**config.mk**
```make
export PLATFORM = sky130hd
export DESIGN_NAME = bph_cell
export DESIGN_NICKNAME = d
export VERILOG_FILES = /design/src/hw/rtl/bph_pkg.sv /design/src/hw/rtl/bph_ram.sv /design/src/hw/rtl/bph_cell.sv
export SDC_FILE = /design/constraint.sdc
export NUM_CORES = 1
export LEC_CHECK = 0
export BUFFER_PORTS_ARGS = -buffer_cell sky130_fd_sc_hd__buf_2
export CAP_MARGIN = 40
export CORE_MARGIN = 5
export CORE_UTILIZATION = 36
export CTS_CLUSTER_SIZE = 10
export DETAILED_ROUTE_END_ITERATION = 8
export SLEW_MARGIN = 15
export SYNTH_ARGS = -nofsm -noshare
export SYNTH_HDL_FRONTEND = slang
export SYNTH_SLANG_ARGS = --single-unit
```
**constraint.sdc**
```tcl
create_clock -name clk -period 3.7 [get_ports clk]
set_clock_uncertainty 0.05 [all_clocks]
set_input_delay 0.185 -clock clk [delete_from_list [all_inputs] [get_ports clk]]
set_output_delay 0.185 -clock clk [all_outputs]
set_load 0.02 [all_outputs]
```
**src/hw/rtl/bph_pkg.sv**
```systemverilog
// bph_pkg: shared types and constants for the bit pattern histogram
// used by bph_cell and bit_pattern_histogram; depends on nothing

package bph_pkg;

  // fixed widths of the beat fields and config registers
  localparam int unsigned LEN_W     = 4;
  localparam int unsigned PAT_W     = 12;
  localparam int unsigned LEN_CMP_W = 5;
  localparam int unsigned CFG_IDX_W = 1;
  localparam int unsigned CFG_DAT_W = 4;

  // config register indexes
  localparam logic [CFG_IDX_W-1:0] CFG_MIN_LEN = 1'b0;
  localparam logic [CFG_IDX_W-1:0] CFG_MAX_LEN = 1'b1;

  // request codes
  localparam logic REQ_FEED = 1'b0;
  localparam logic REQ_READ = 1'b1;

  // sequencer states
  typedef enum logic [2:0] {
    S_CLR,
    S_IDLE,
    S_UPD_RD,
    S_UPD_WR,
    S_Q_RD,
    S_Q_OUT
  } state_t;

  // control broadcast from the sequencer to every cell
  typedef struct packed {
    logic                 clear;
    logic                 shift;
    logic                 upd_rd;
    logic                 upd_wr;
    logic                 q_rd;
    logic [LEN_CMP_W-1:0] lo;
    logic [LEN_CMP_W-1:0] hi;
    logic [LEN_CMP_W-1:0] q_len;
  } cell_ctrl_t;

endpackage

```
**src/hw/rtl/bph_ram.sv**
```systemverilog
// bph_ram: generic simple dual port RAM, one write and one registered read
// depends on nothing

module bph_ram #(
  parameter int unsigned WIDTH = 20,
  parameter int unsigned DEPTH = 16
) (
  input  logic                     clk,
  input  logic                     we,
  input  logic [$clog2(DEPTH)-1:0] wr_addr,
  input  logic [WIDTH-1:0]         wr_data,
  input  logic                     rd_en,
  input  logic [$clog2(DEPTH)-1:0] rd_addr,
  output logic [WIDTH-1:0]         rd_data
);

  logic [WIDTH-1:0] mem [DEPTH];

  // write port
  always_ff @(posedge clk) begin
    if (we) begin
      mem[wr_addr] <= wr_data;
    end
  end

  // registered read port
  always_ff @(posedge clk) begin
    if (rd_en) begin
      rd_data <= mem[rd_addr];
    end
  end

endmodule

```
**src/hw/rtl/bph_cell.sv**
```systemverilog
// bph_cell: one window bit plus the counter bank for patterns of length LEN
// depends on bph_pkg and bph_ram

module bph_cell #(
  parameter int unsigned LEN        = 1,
  parameter int unsigned MAX_LEN    = 12,
  parameter int unsigned COUNT_BITS = 20
) (
  input  logic                    clk,
  input  logic                    rst_n,
  input  bph_pkg::cell_ctrl_t     ctrl,
  input  logic [MAX_LEN-1:0]      clr_addr,
  input  logic [MAX_LEN-1:0]      q_pat,
  input  logic                    bit_in,
  input  logic                    seen_in,
  input  logic [MAX_LEN-1:0]      pat_in,
  output logic                    bit_out,
  output logic                    seen_out,
  output logic [MAX_LEN-1:0]      pat_out,
  output logic [COUNT_BITS-1:0]   count_out
);

  localparam logic [COUNT_BITS-1:0] COUNT_MAX = {COUNT_BITS{1'b1}};
  localparam logic [bph_pkg::LEN_CMP_W-1:0] MY_LEN = bph_pkg::LEN_CMP_W'(LEN);

  logic                  bit_r;
  logic                  seen_r;
  logic [LEN-1:0]        pattern;
  logic                  count_en;
  logic                  ram_we;
  logic [LEN-1:0]        ram_wa;
  logic [COUNT_BITS-1:0] ram_wd;
  logic [LEN-1:0]        ram_ra;
  logic [COUNT_BITS-1:0] ram_rd;

  // window bit and fill flag shift one cell up on every fed bit
  always_ff @(posedge clk) begin
    if (!rst_n) begin
      bit_r  <= 1'b0;
      seen_r <= 1'b0;
    end else if (ctrl.shift) begin
      bit_r  <= bit_in;
      seen_r <= seen_in;
    end
  end

  assign bit_out  = bit_r;
  assign seen_out = seen_r;

  // pattern ending at the newest bit: lower cells fill the low bits
  always_comb begin
    pat_out          = pat_in;
    pat_out[LEN-1]   = bit_r;
  end
  assign pattern = pat_out[LEN-1:0];

  // this length counts once its window is full and it is in range
  assign count_en = seen_r && (MY_LEN >= ctrl.lo) && (MY_LEN <= ctrl.hi);

  // bank access: clear sweep, read-modify-write update, query read
  assign ram_ra = ctrl.q_rd ? q_pat[LEN-1:0] : pattern;
  assign ram_we = ctrl.clear || (ctrl.upd_wr && count_en && (ram_rd != COUNT_MAX));
  assign ram_wa = ctrl.clear ? clr_addr[LEN-1:0] : pattern;
  assign ram_wd = ctrl.clear ? '0 : ram_rd + 1'b1;

  bph_ram #(
    .WIDTH (COUNT_BITS),
    .DEPTH (2 ** LEN)
  ) u_bank (
    .clk     (clk),
    .we      (ram_we),
    .wr_addr (ram_wa),
    .wr_data (ram_wd),
    .rd_en   (ctrl.upd_rd || ctrl.q_rd),
    .rd_addr (ram_ra),
    .rd_data (ram_rd)
  );

  // only the cell of the queried length drives its count
  assign count_out = (ctrl.q_len == MY_LEN) ? ram_rd : '0;

endmodule
```
* Yosys cells after proc, flatten, opt, wreduce, memory -nomap -nowiden *
Memories as Yosys holds them, arrays and structs flattened. A register that Yosys moved wholly into a read port is not among the register bits.
Cells that the tools add are included.

word-level totals
  bits in registers = 2
  memories kept = 1
  output and inout port bits = 34
  bits in writable memories = 40

memory list
  name        depth  bits a word  read ports  clocked after Yosys merged registers in  wr ports  RTL line       source
  u_bank.mem  2      20           1           1                                        1         bph_ram.sv:17  logic [WIDTH-1:0] mem [DEPTH];

operators by class
  add/sub/neg operators = 1
  multiplexer cells = 6
  reductions and logical operators = 6
  equality and inequality tests = 2
  order comparisons = 2

operator list
  cell                                                                                 count
  20-bit 2-to-1 mux                                                                    2
  20-bit by 1-bit adder with 20-bit output (second input constant)                     1
  20-bit inequality test (second input constant)                                       1
  5-bit by 1-bit equality test with 1-bit output (second input constant)               1
  1-bit by 5-bit greater-or-equal comparator with 1-bit output (first input constant)  1
  1-bit by 5-bit <= comparator with 1-bit output (first input constant)                1
  1-bit logical AND                                                                    4
  1-bit 2-to-1 mux                                                                     4
  1-bit logical OR                                                                     2

* Logic depth before layout (Yosys ltp) *
Gate-level depths: netlist of the first run.

  depth after elaboration = 8
  mapped depth = 5
  mapped depth without buffers = 5

* Cells and area by module *
A second synthesis of the first run with hierarchy kept.

second synthesis, totals
  cell total of the unflattened synthesis = 220
  area total of the unflattened synthesis = 3029.2 sq um

modules (own cells, without submodules)
  module    times used  cells an instance  area each (sq um)  sequential area each (sq um)
  bph_ram   1           84                 2137.0             1801.7
  bph_cell  1           136                892.1              40.0

* Worst setup path after synthesis of the first run *
Ideal clock, no wire load.

  path type = reg2reg
  start point = register u_bank.rd_data[0] (read register of u_bank.mem)
  end point = memory u_bank.mem[1][0], enable pin
  path slack = 0.557 ns
  arrival time = 2.668 ns
  library setup time = 0.425 ns
  stages on the path, launching flop included = 6
  cells stage by stage = edfxtp_1 -> ha_1 -> nand4_1 -> nor4_1 -> a31o_2 -> o21ai_0

between the ends
  word-level cells in the longest chain between the ends = 5

ends and longest elaborated chain
  item                                    RTL line        source
  from (decl)                             bph_ram.sv:14   output logic [WIDTH-1:0] rd_data
  20-bit inequality test                  bph_cell.sv:62  assign ram_we = ctrl.clear || (ctrl.upd_wr && count_en && (ram_rd != COUNT_MAX));
  1-bit logical AND                       bph_cell.sv:62
  1-bit logical OR                        bph_cell.sv:62
  1-bit 2-to-1 mux                        bph_ram.sv:21   if (we) begin
  1-bit 2-to-1 mux (not written as such)  bph_ram.sv:22   mem[wr_addr] <= wr_data;
  to (decl)                               bph_ram.sv:17

No other way between the ends.

* Worst setup path in the final report of the first run *
  start point = register u_bank.rd_data[0] (read register of u_bank.mem)
  end point = memory u_bank.mem[0][16], enable pin

The elaborated chain is that of the path after synthesis.

==> impl_metrics.py, run 1 <==
metrics = {
    "clock_tree": {
        "htree_levels": 3,
        "holdBufCountCts": 0,
        "numCtsBuffers": 9,
        "cts_resized": 0,
        "cts_tree": "built",
        "cts-root-buf": "clkbuf_8",
        "post_cts_buffers": 0,
        "clk_pin_slew_ps": 70,
        "clock_latency_ps": 330,
        "clkSinkCount": 62,
        "cts_max_path_buffers": 2,
    },
    "synthesis": {
        "ys_ff_latch": 62,
        "synth.avg_cell_area_sq_um": 13.56,
        "synth_top_cell_area_share_pct": 62.10,
        "synthesis.area_sq_um": 2902,
        "synthesis.instances": 214,
        "yosys.area.top_type": "edfxtp_1",
        "yosysWarnings": 0,
        "ys_seq_area_share_pct": 63.48,
        "syn-num-nets": 275,
        "ys_top_cells_by_area": "edfxtp_1 62%, mux2_2 8.5%, and2_1 4.1%",
        "yosys.cell_types.count": 38,
    },
    "timing": {
        "setup_ws_ps": 884.2,
        "max-slew-margin-rel_pct": 45.93,
        "fin_crit_sh_pct": 76.10,
        "max_freq_ghz": 0.3551,
        "setup_violations": 0,
        "rsz0062_at_grt": "false",
        "period_minus_slack_ps": 2816,
        "fin_tns_setup_ps": 0,
        "worst_slew_pin_slew_ps": 803.6,
        "hold_viol": 0,
        "report.final.slew_viol_count": 0,
    },
    "floorplan": {
        "die-area_sq_um": 9955,
        "core_region_area_sq_um": 7807,
        "pin_count": 94,
        "row_count": 32,
        "die_w_um": 99.78,
        "start_util_pct": 37.16,
        "die_y_um": 99.78,
    },
    "global_routing": {
        "track_usage_pct": 12.04,
        "grt_use_met1_pct": 15.45,
        "busiest_layer": "met2",
        "grt_start_max_net_pins": 25,
        "met3_usage_pct": 4.795,
        "antenna_found_initial": 0,
        "grt_pass1_wl_um": 9066,
        "grt-ovfl-total": 0,
        "met2_usage_pct": 18.68,
        "grt_pass1_vias": 1793,
    },
    "placed_design": {
        "place_ws_ps": 851.8,
        "place.gp.congestion": 0.6907,
        "dp_hpwl_um": 3895,
        "port_buffers": 47,
    },
    "critical_path": {
        "path_class": "flip-flop to flip-flop",
        "endpoint_kind": "flip-flop",
        "path_cells": "ha_1, nand4_1, nor4_1, a31o_2, o22ai_2, buf_4",
        "r2r-end": "u_bank.mem[0][16]",
        "cp_slowest_cell": "nor4_1",
        "cpPeakStageDelay_ps": 770,
        "required_ps": 3730,
        "r2r_slack_ps": 880,
        "r2r_cells": 6,
        "rr_startpoint": "u_bank.rd_data[0]",
        "cp-start-kind": "flip-flop",
        "critPathArrivalTime_ps": 2840,
        "path_max_fanout": 13,
    },
    "min_path": {
        "worstHoldPathCells": 2,
        "hp-start": "rst_n",
        "hold_end": "bit_out",
        "hold_path.class": "primary input to flip-flop",
    },
    "status": {
        "outcome": "complete, no violations",
    },
    "pwr": {
        "power_density_nw_per_um2": 441.1,
        "peakVddDrop_mv": 0.1650,
        "leakagePower_nw": 1.265,
    },
    "final_layout": {
        "layout_commonest_cell": "edfxtp_1",
        "drive_above_1_share_pct": 36.26,
        "utilization_pct": 43.16,
        "syn_to_final_growth_pct": 16.13,
        "n_antenna_cell": 0,
        "fin_nets": 318,
        "most-common-layout-cells": "60 x edfxtp_1, 47 x buf_2, 22 x mux2_2",
    },
    "route": {
        "wl_um": 5815,
        "drc_errors": 0,
        "drt_first_pass_iters": 4,
        "drtAntennaViolNets": 0,
        "num_vias": 1771,
        "drt-vias-per-instance": 4.865,
        "avgRoutedWirePerCell_um": 15.98,
        "drt_iter0_drc": 70,
    },
    "run": {
        "maxCapViolCount": 0,
    },
}
## how the worst max path moves through the flow
stage                            from                end  slack, ps  depth (start not counted)
floorplan           u_bank.rd_data[0]   u_bank.mem[1][0]        560                          5
global placement    u_bank.rd_data[0]   u_bank.mem[0][2]        950                          6
detailed placement  u_bank.rd_data[0]   u_bank.mem[0][3]        850                          6
CTS                 u_bank.rd_data[0]  u_bank.mem[0][16]        840                          6
global route        u_bank.rd_data[0]  u_bank.mem[0][17]        710                          6
finish              u_bank.rd_data[0]  u_bank.mem[0][16]        880                          6
## registers in the layout (all words and copies together), names as in the netlist
register / count
bit_out: 1
seen_out: 1
u_bank.mem: 40
u_bank.rd_data: 20
## worst max-delay path: cells and delay by family, from the launching register on
kind	cells	cell delay, ps
AND/OR/NAND/NOR	2	1070
AO/OA/AOI/OAI	2	510
flip-flops	1	420
buffers and inverters	1	270
adder cells (fa/ha/maj)	1	230
## cells by family after synthesis
kind of cell	share of synthesized area (%)
simple gates	15.18
mux	9.573
fa+ha+maj	0.4312
compound gates	3.191
buf+inv	4.830
flops	63.48
xor+xnor	3.320
## metrics by stage
stage	power (mW)	cell area, sq um	hold WS [ps]	instances
6_report	1.486	3369	38.05	364
5_1_grt	1.551	3369	41.00	364
4_1_cts	1.497	3369	33.30	364
3_5_place_dp	1.019	3213	320.1	348
3_3_place_gp	1.010	3198	320.1	347
2_1_floorplan	0.9773	2902	263.2	214
## cells in the mapped netlist
master	instances
inv_1	6
dfxtp_1	2
or4_1	3
nor2_1	15
xor2_1	4
nor3_1	3
clkbuf_1	3
o211ai_1	1
and3_1	2
a21oi_1	4
o21ai_0	2
o21a_1	1
or3_2	1
o31ai_1	2
buf_2	1
nand2_1	5
and2_2	1
nor2b_1	5
and4_1	1
nand2b_1	1
or2_0	1
edfxtp_1	60
nor4bb_1	1
mux2_2	22
or2_2	1
ha_1	1
nand4_1	6
o31a_1	1
buf_4	12
mux2i_1	3
buf_1	3
xnor2_1	7
nand3_4	1
nor4_1	6
and2_1	19
o22ai_1	1
a31o_2	2
nand3_1	4
## per-layer routing
layer	wire length [um]	part of all wire, %
met2	2679	46
met3	429	7.4
met4	31	0.53
met5	0	0
met1	2674	46
## layout make-up
type                       instances  area [sq um]
timing repair buffer              51         272.8
fill                             732          4438
clock buffer                      10         127.6
sequential                        62          1842
inverter                           6         22.52
tap                              102         127.6
multi-input combinational        127         948.4
clock inverter                     6         28.78
## power breakdown
part / switching, mW / total, mW / internal (mW)
Combinational: 0.0707 / 0.134 / 0.0631
Clock: 0.251 / 0.485 / 0.234
Sequential: 0.0376 / 0.867 / 0.830
Total: 0.360 / 1.49 / 1.13
No activity file was read; power rests on OpenSTA's default activity.
==> run 2: changes to the inputs <==
--- a/config.mk
+++ b/config.mk
@@ -5,6 +5,7 @@
 export SDC_FILE = /design/constraint.sdc
 export NUM_CORES = 1
 export LEC_CHECK = 0
+export ABC_AREA = 1
 export BUFFER_PORTS_ARGS = -buffer_cell sky130_fd_sc_hd__buf_2
 export CAP_MARGIN = 40
 export CORE_MARGIN = 5
==> constraint.sdc (replaced) <==
create_clock -name clk -period 2.3 [get_ports clk]
set_clock_uncertainty 0.05 [all_clocks]
set_input_delay 0.115 -clock clk [delete_from_list [all_inputs] [get_ports clk]]
set_output_delay 0.115 -clock clk [all_outputs]
set_load 0.02 [all_outputs]
==> impl_metrics.py, run 2 <==
metrics = {
    "status": {
        "outcome": "complete, no violations",
    },
    "synthesis": {
        "yosysWarnings": 0,
        "yosys.area.top_type": "edfxtp_1",
        "synthesis.instances": 282,
        "synth_top_cell_area_share_pct": 59.83,
        "netlist_top_cells_count": "60 x edfxtp_1, 51 x nor2_1, 39 x nand2_1",
        "synthFlopType": "edfxtp_1",
        "yosys.cell_types.count": 24,
        "synthesis.area_sq_um": 3012,
        "synth_enable_flop_cells": 60,
        "ys_top_cells_by_area": "edfxtp_1 60%, mux2_2 7.5%, nor2_1 6.4%",
        "ys_ff_latch": 62,
        "synth_most_common_cell": "edfxtp_1",
        "synth.avg_cell_area_sq_um": 10.68,
        "syn-num-nets": 343,
        "ys_seq_area_share_pct": 61.15,
        "async_flop_share_pct": 0,
    },
    "critical_path": {
        "critPathArrivalTime_ps": 1950,
        "cpPeakStageDelay_ps": 450,
        "required_ps": 2260,
        "endpoint_kind": "flip-flop",
        "cp_slowest_cell": "edfxtp_1",
        "crit_path_frequent_cell": "nand3_1",
        "path_class": "flip-flop to flip-flop",
        "cp-start-kind": "flip-flop",
        "crit_buf_inv": 1,
        "path_cells": "ha_1, nand3_1, nor2_4, nand3_1, nand2_1, a21oi_2, buf_4",
        "crit_family": "flip-flops",
        "path_max_fanout": 14,
    },
    "clock_tree": {
        "cts-root-buf": "clkbuf_8",
        "cts_max_path_buffers": 2,
        "post_cts_buffers": 0,
        "cts_tree": "built",
        "clock_latency_ps": 330,
        "clkSinkCount": 62,
        "clk_pin_slew_ps": 70,
        "htree_levels": 3,
        "numCtsBuffers": 9,
        "cts_resized": 0,
    },
    "placed_design": {
        "place.gp.congestion": 0.7353,
        "port_buffers": 47,
        "dp_hpwl_um": 4308,
    },
    "route": {
        "num_vias": 2017,
        "avgRoutedWirePerCell_um": 13.54,
        "wl_um": 5957,
        "drtAntennaViolNets": 0,
        "drt_first_pass_iters": 4,
        "drc_errors": 0,
        "drt-vias-per-instance": 4.584,
        "drt_iter0_drc": 84,
    },
    "pwr": {
        "peakVddDrop_mv": 0.3745,
        "finalPower_mw": 2.700,
        "leakagePower_nw": 1.506,
        "power_density_nw_per_um2": 762.7,
    },
    "run": {
        "maxCapViolCount": 0,
    },
    "floorplan": {
        "die_y_um": 101.5,
        "die-area_sq_um": 10300,
        "pin_count": 94,
        "die_w_um": 101.5,
        "row_count": 33,
        "core_region_area_sq_um": 8175,
        "start_util_pct": 36.84,
    },
    "final_layout": {
        "drive_above_1_share_pct": 31.94,
        "n_antenna_cell": 0,
        "most-common-layout-cells": "60 x edfxtp_1, 51 x nor2_1, 47 x buf_2",
        "largest_reg_flops": 40,
        "top_register": "u_bank.mem",
        "syn_to_final_growth_pct": 17.53,
        "reg_top3": "u_bank.mem: 40 flops, u_bank.rd_data: 20 flops",
        "layout_commonest_cell": "edfxtp_1",
        "fin_nets": 391,
    },
    "timing": {
        "setup_violations": 0,
        "report.final.slew_viol_count": 0,
        "worst_slew_pin_slew_ps": 545.1,
        "rsz0062_at_grt": "false",
        "hold_viol": 0,
        "max-slew-margin-rel_pct": 63.66,
        "holdWs_ps": 19.54,
        "period_minus_slack_ps": 1984,
        "max_freq_ghz": 0.5039,
        "fin_crit_sh_pct": 86.28,
    },
    "global_routing": {
        "grt-ovfl-total": 0,
        "grt_pass1_wl_um": 9756,
        "track_usage_pct": 12.55,
        "antenna_found_initial": 0,
        "grt_start_max_net_pins": 21,
        "grt_pass1_vias": 2063,
    },
    "min_path": {
        "hold_path.class": "primary input to flip-flop",
    },
}
[run 2: changes by cell type in the layout (fill, tap and decap cells not counted), sizes merged, moves of 5 or more]
cell | previous run | this run
a21oi | 4 | 15
and2 | 20 | 0
inv | 6 | 35
nand2 | 5 | 43
nand3 | 5 | 11
nand4 | 6 | 1
nor2 | 15 | 57
nor2b | 5 | 0
nor4 | 6 | 0
o21ai | 2 | 13
xnor2 | 7 | 0
[run 2: worst paths after layout]
path                                         from          endpoint  slack, ps  depth (start not counted)
worst max register to register  u_bank.rd_data[0]  u_bank.mem[1][9]        320                          7
worst max-delay path            u_bank.rd_data[0]  u_bank.mem[1][9]        320                          7
worst min register to register           seen_out          seen_out        440                          2
worst min-delay path                      seen_in          seen_out         20                          3
[run 2: per-layer routing]
metal	track usage (%)	wire length, um
met5	0	0
met4	5.112	65
met3	3.857	370
met2	21.13	3025
met1	14.94	2495
[run 2: per-stage QoR]
step	std cells	instance area (sq um)	utilization (%)	setup WS, ps	setup TNS (ps)
after floorplan	282	3012	-	-182.3	-7291
after global placement	423	3314	40.54	399.6	0
after detailed placement	423	3314	40.54	322.1	0
after CTS	440	3540	43.30	296.6	0
after global routing	440	3540	43.30	174.9	0
final	440	3540	43.30	315.6	0
[run 2: worst reg2reg max path, stage by stage (launching register included)]
cell,delay [ps]
edfxtp_1,450
ha_1,270
nand3_1,160
nor2_4,80
nand3_1,110
nand2_1,100
a21oi_2,170
buf_4,270
[run 2: kinds of logic (layout without fill, tap and decap cells)]
kind of cell    Yosys count  after routing  share of synthesized area [%]
mux                      20             20                          7.478
compound gates           28             28                          4.653
simple gates            118            118                          17.66
buf+inv                  52            105                          8.351
flops                    62             62                          61.16
fa+ha+maj                 1              1                         0.4154
xor+xnor                  1              1                         0.2909
[run 2: cell type report]
class | instances | area, sq um
clock buffers | 12 | 145.1
clock inverters | 4 | 70.07
multi-input cells | 168 | 929.6
well taps | 105 | 131.4
fillers | 812 | 4636
repair buffers | 54 | 290.3
inverters | 35 | 131.4
flip-flops and latches | 62 | 1842
[run 2: what timing repair did]
| action | 4_1_cts | 5_1_grt |
|---|---|---|
| endpoints found under the hold margin | 2 | 0 |
| setup endpoints to repair | 0 | 0 |
| hold buffers | 1 | 0 |
[run 2: where the power goes]
group	internal, mW	switching (mW)	total, mW
logic	0.104	0.161	0.264
clock network	0.637	0.391	1.03
registers	1.35	0.0556	1.41
==> run 3: changes to the inputs <==
--- a/config.mk
+++ b/config.mk
@@ -6,12 +6,15 @@
 export NUM_CORES = 1
 export LEC_CHECK = 0
 export ABC_AREA = 1
-export BUFFER_PORTS_ARGS = -buffer_cell sky130_fd_sc_hd__buf_2
 export CAP_MARGIN = 40
+export CELL_PAD_IN_SITES_DETAIL_PLACEMENT = 1
+export CELL_PAD_IN_SITES_GLOBAL_PLACEMENT = 1
 export CORE_MARGIN = 5
 export CORE_UTILIZATION = 36
 export CTS_CLUSTER_SIZE = 10
 export DETAILED_ROUTE_END_ITERATION = 8
+export DONT_BUFFER_PORTS = 1
+export PLACE_DENSITY_LB_ADDON = 0.1
 export SLEW_MARGIN = 15
 export SYNTH_ARGS = -nofsm -noshare
 export SYNTH_HDL_FRONTEND = slang
==> impl_metrics.py, run 3 (synthesized netlist as in run 2, its figures left out) <==
metrics = {
    "status": {
        "outcome": "complete, no violations",
    },
    "critical_path": {
        "path_max_fanout": 13,
        "rr_startpoint": "u_bank.rd_data[0]",
        "cp_slowest_cell": "edfxtp_1",
        "crit_family": "flip-flops",
        "r2r_cells": 7,
        "required_ps": 2270,
        "cpPeakStageDelay_ps": 460,
        "crit_path_frequent_cell": "nand3_1",
        "critPathLaunch": "u_bank.rd_data[0]",
        "path_class": "flip-flop to flip-flop",
        "crit_buf_inv": 1,
        "r2r-end": "u_bank.mem[0][10]",
        "path_cells": "ha_1, nand3_1, nor2_4, nand3_1, nand2_1, a21oi_2, buf_4",
        "cp-start-kind": "flip-flop",
        "endpoint_kind": "flip-flop",
        "r2r_slack_ps": 320,
        "critPathArrivalTime_ps": 1960,
    },
    "timing": {
        "setup_ws_ps": 315.5,
        "setup_violations": 0,
        "hold_viol": 0,
        "max_freq_ghz": 0.5039,
        "worst_slew_pin_slew_ps": 570.0,
        "rsz0062_at_grt": "false",
        "period_minus_slack_ps": 1985,
        "max-slew-margin-rel_pct": 62.00,
        "fin_crit_sh_pct": 86.28,
        "report.final.slew_viol_count": 0,
    },
    "final_layout": {
        "drive_above_1_share_pct": 25.16,
        "most-common-layout-cells": "60 x edfxtp_1, 51 x nor2_1, 39 x nand2_1",
        "reg_top3": "u_bank.mem: 40 flops, u_bank.rd_data: 20 flops",
        "largest_reg_flops": 40,
        "syn_to_final_growth_pct": 16.41,
        "fin_nets": 370,
        "layout_commonest_cell": "edfxtp_1",
        "top_register": "u_bank.mem",
        "n_antenna_cell": 0,
        "utilization_pct": 42.88,
        "n_fill_cell": 921,
    },
    "route": {
        "wl_um": 6622,
        "drt_iter0_drc": 67,
        "drc_errors": 0,
        "drtAntennaViolNets": 0,
        "avgRoutedWirePerCell_um": 15.80,
        "drt_first_pass_iters": 4,
        "num_vias": 2006,
        "drt-vias-per-instance": 4.788,
    },
    "clock_tree": {
        "holdBufCountCts": 6,
        "clkSinkCount": 62,
        "numCtsBuffers": 9,
        "cts_resized": 0,
        "post_cts_buffers": 0,
        "cts_max_path_buffers": 2,
        "clk_pin_slew_ps": 70,
        "cts-root-buf": "clkbuf_8",
        "cts_tree": "built",
        "htree_levels": 3,
        "clock_latency_ps": 330,
    },
    "placed_design": {
        "place_ws_ps": 299.7,
        "dp_hpwl_um": 4598,
        "port_buffers": 0,
        "place.gp.congestion": 0.7439,
    },
    "floorplan": {
        "pin_count": 94,
        "core_region_area_sq_um": 8175,
        "row_count": 33,
        "start_util_pct": 36.84,
        "die_y_um": 101.5,
        "die-area_sq_um": 10300,
        "die_w_um": 101.5,
    },
    "pwr": {
        "leakagePower_nw": 1.414,
        "power_density_nw_per_um2": 748.5,
        "peakVddDrop_mv": 0.3625,
    },
    "global_routing": {
        "grt_start_max_net_pins": 21,
        "grt-ovfl-total": 0,
        "grt_pass1_wl_um": 10560,
        "grt_pass1_vias": 2172,
        "antenna_found_initial": 0,
        "track_usage_pct": 13.73,
    },
    "run": {
        "maxCapViolCount": 0,
    },
    "min_path": {
        "worstHoldPathCells": 3,
        "hold_path.class": "primary input to flip-flop",
        "hold_end": "u_bank.mem[1][12]",
        "hp-start": "ctrl[19]",
    },
}
-- run 3: area by class of cell --
type	instances	area [sq um]	area share, %
well taps	105	131.4	3.747
flip-flops and latches	62	1842	52.53
repair buffers	33	275.3	7.852
inverters	35	131.4	3.747
multi-input cells	168	929.6	26.52
clock buffers	15	166.4	4.747
clock inverters	1	30.03	0.8565
-- run 3: layer usage --
metal | share of wire, % | GRT usage (%) | vias up
li1 | - | - | 989
met1 | 45 | 16.63 | 945
met2 | 46 | 22.59 | 61
met3 | 6.6 | 3.857 | 11
met4 | 1.9 | 6.544 | 0
met5 | 0 | 0 | -
-- run 3: worst max path at each step --
stage | to | slack, ps | cells after the start
3_3_place_gp | u_bank.mem[1][6] | 370 | 7
6_report | u_bank.mem[0][10] | 320 | 7
2_1_floorplan | u_bank.mem[0][0] | -180 | 6
4_1_cts | u_bank.mem[0][9] | 280 | 7
5_1_grt | u_bank.mem[0][6] | 190 | 7
3_5_place_dp | u_bank.mem[0][4] | 300 | 7
-- run 3: tightest hold or removal path: stages --
cell and delay (ps):
inv_2 130, nand2_1 110, nor2_1 40
-- run 3: per-stage QoR --
stage               TNS, ps  hold WS, ps  total power, mW  std cells  area, sq um
floorplan             -7291        203.4            1.628        282         3012
global placement          0        180.1            1.682        397         3249
detailed placement        0        180.1            1.691        397         3249
CTS                       0        167.9            2.661        419         3506
global route              0        180.0            2.749        419         3506
finish                    0        176.4            2.624        419         3506
-- run 3: power breakdown --
part           switching, mW  total (mW)  internal, mW
combinational          0.159       0.261         0.102
clock                  0.390       0.952         0.562
sequential            0.0585        1.41          1.35
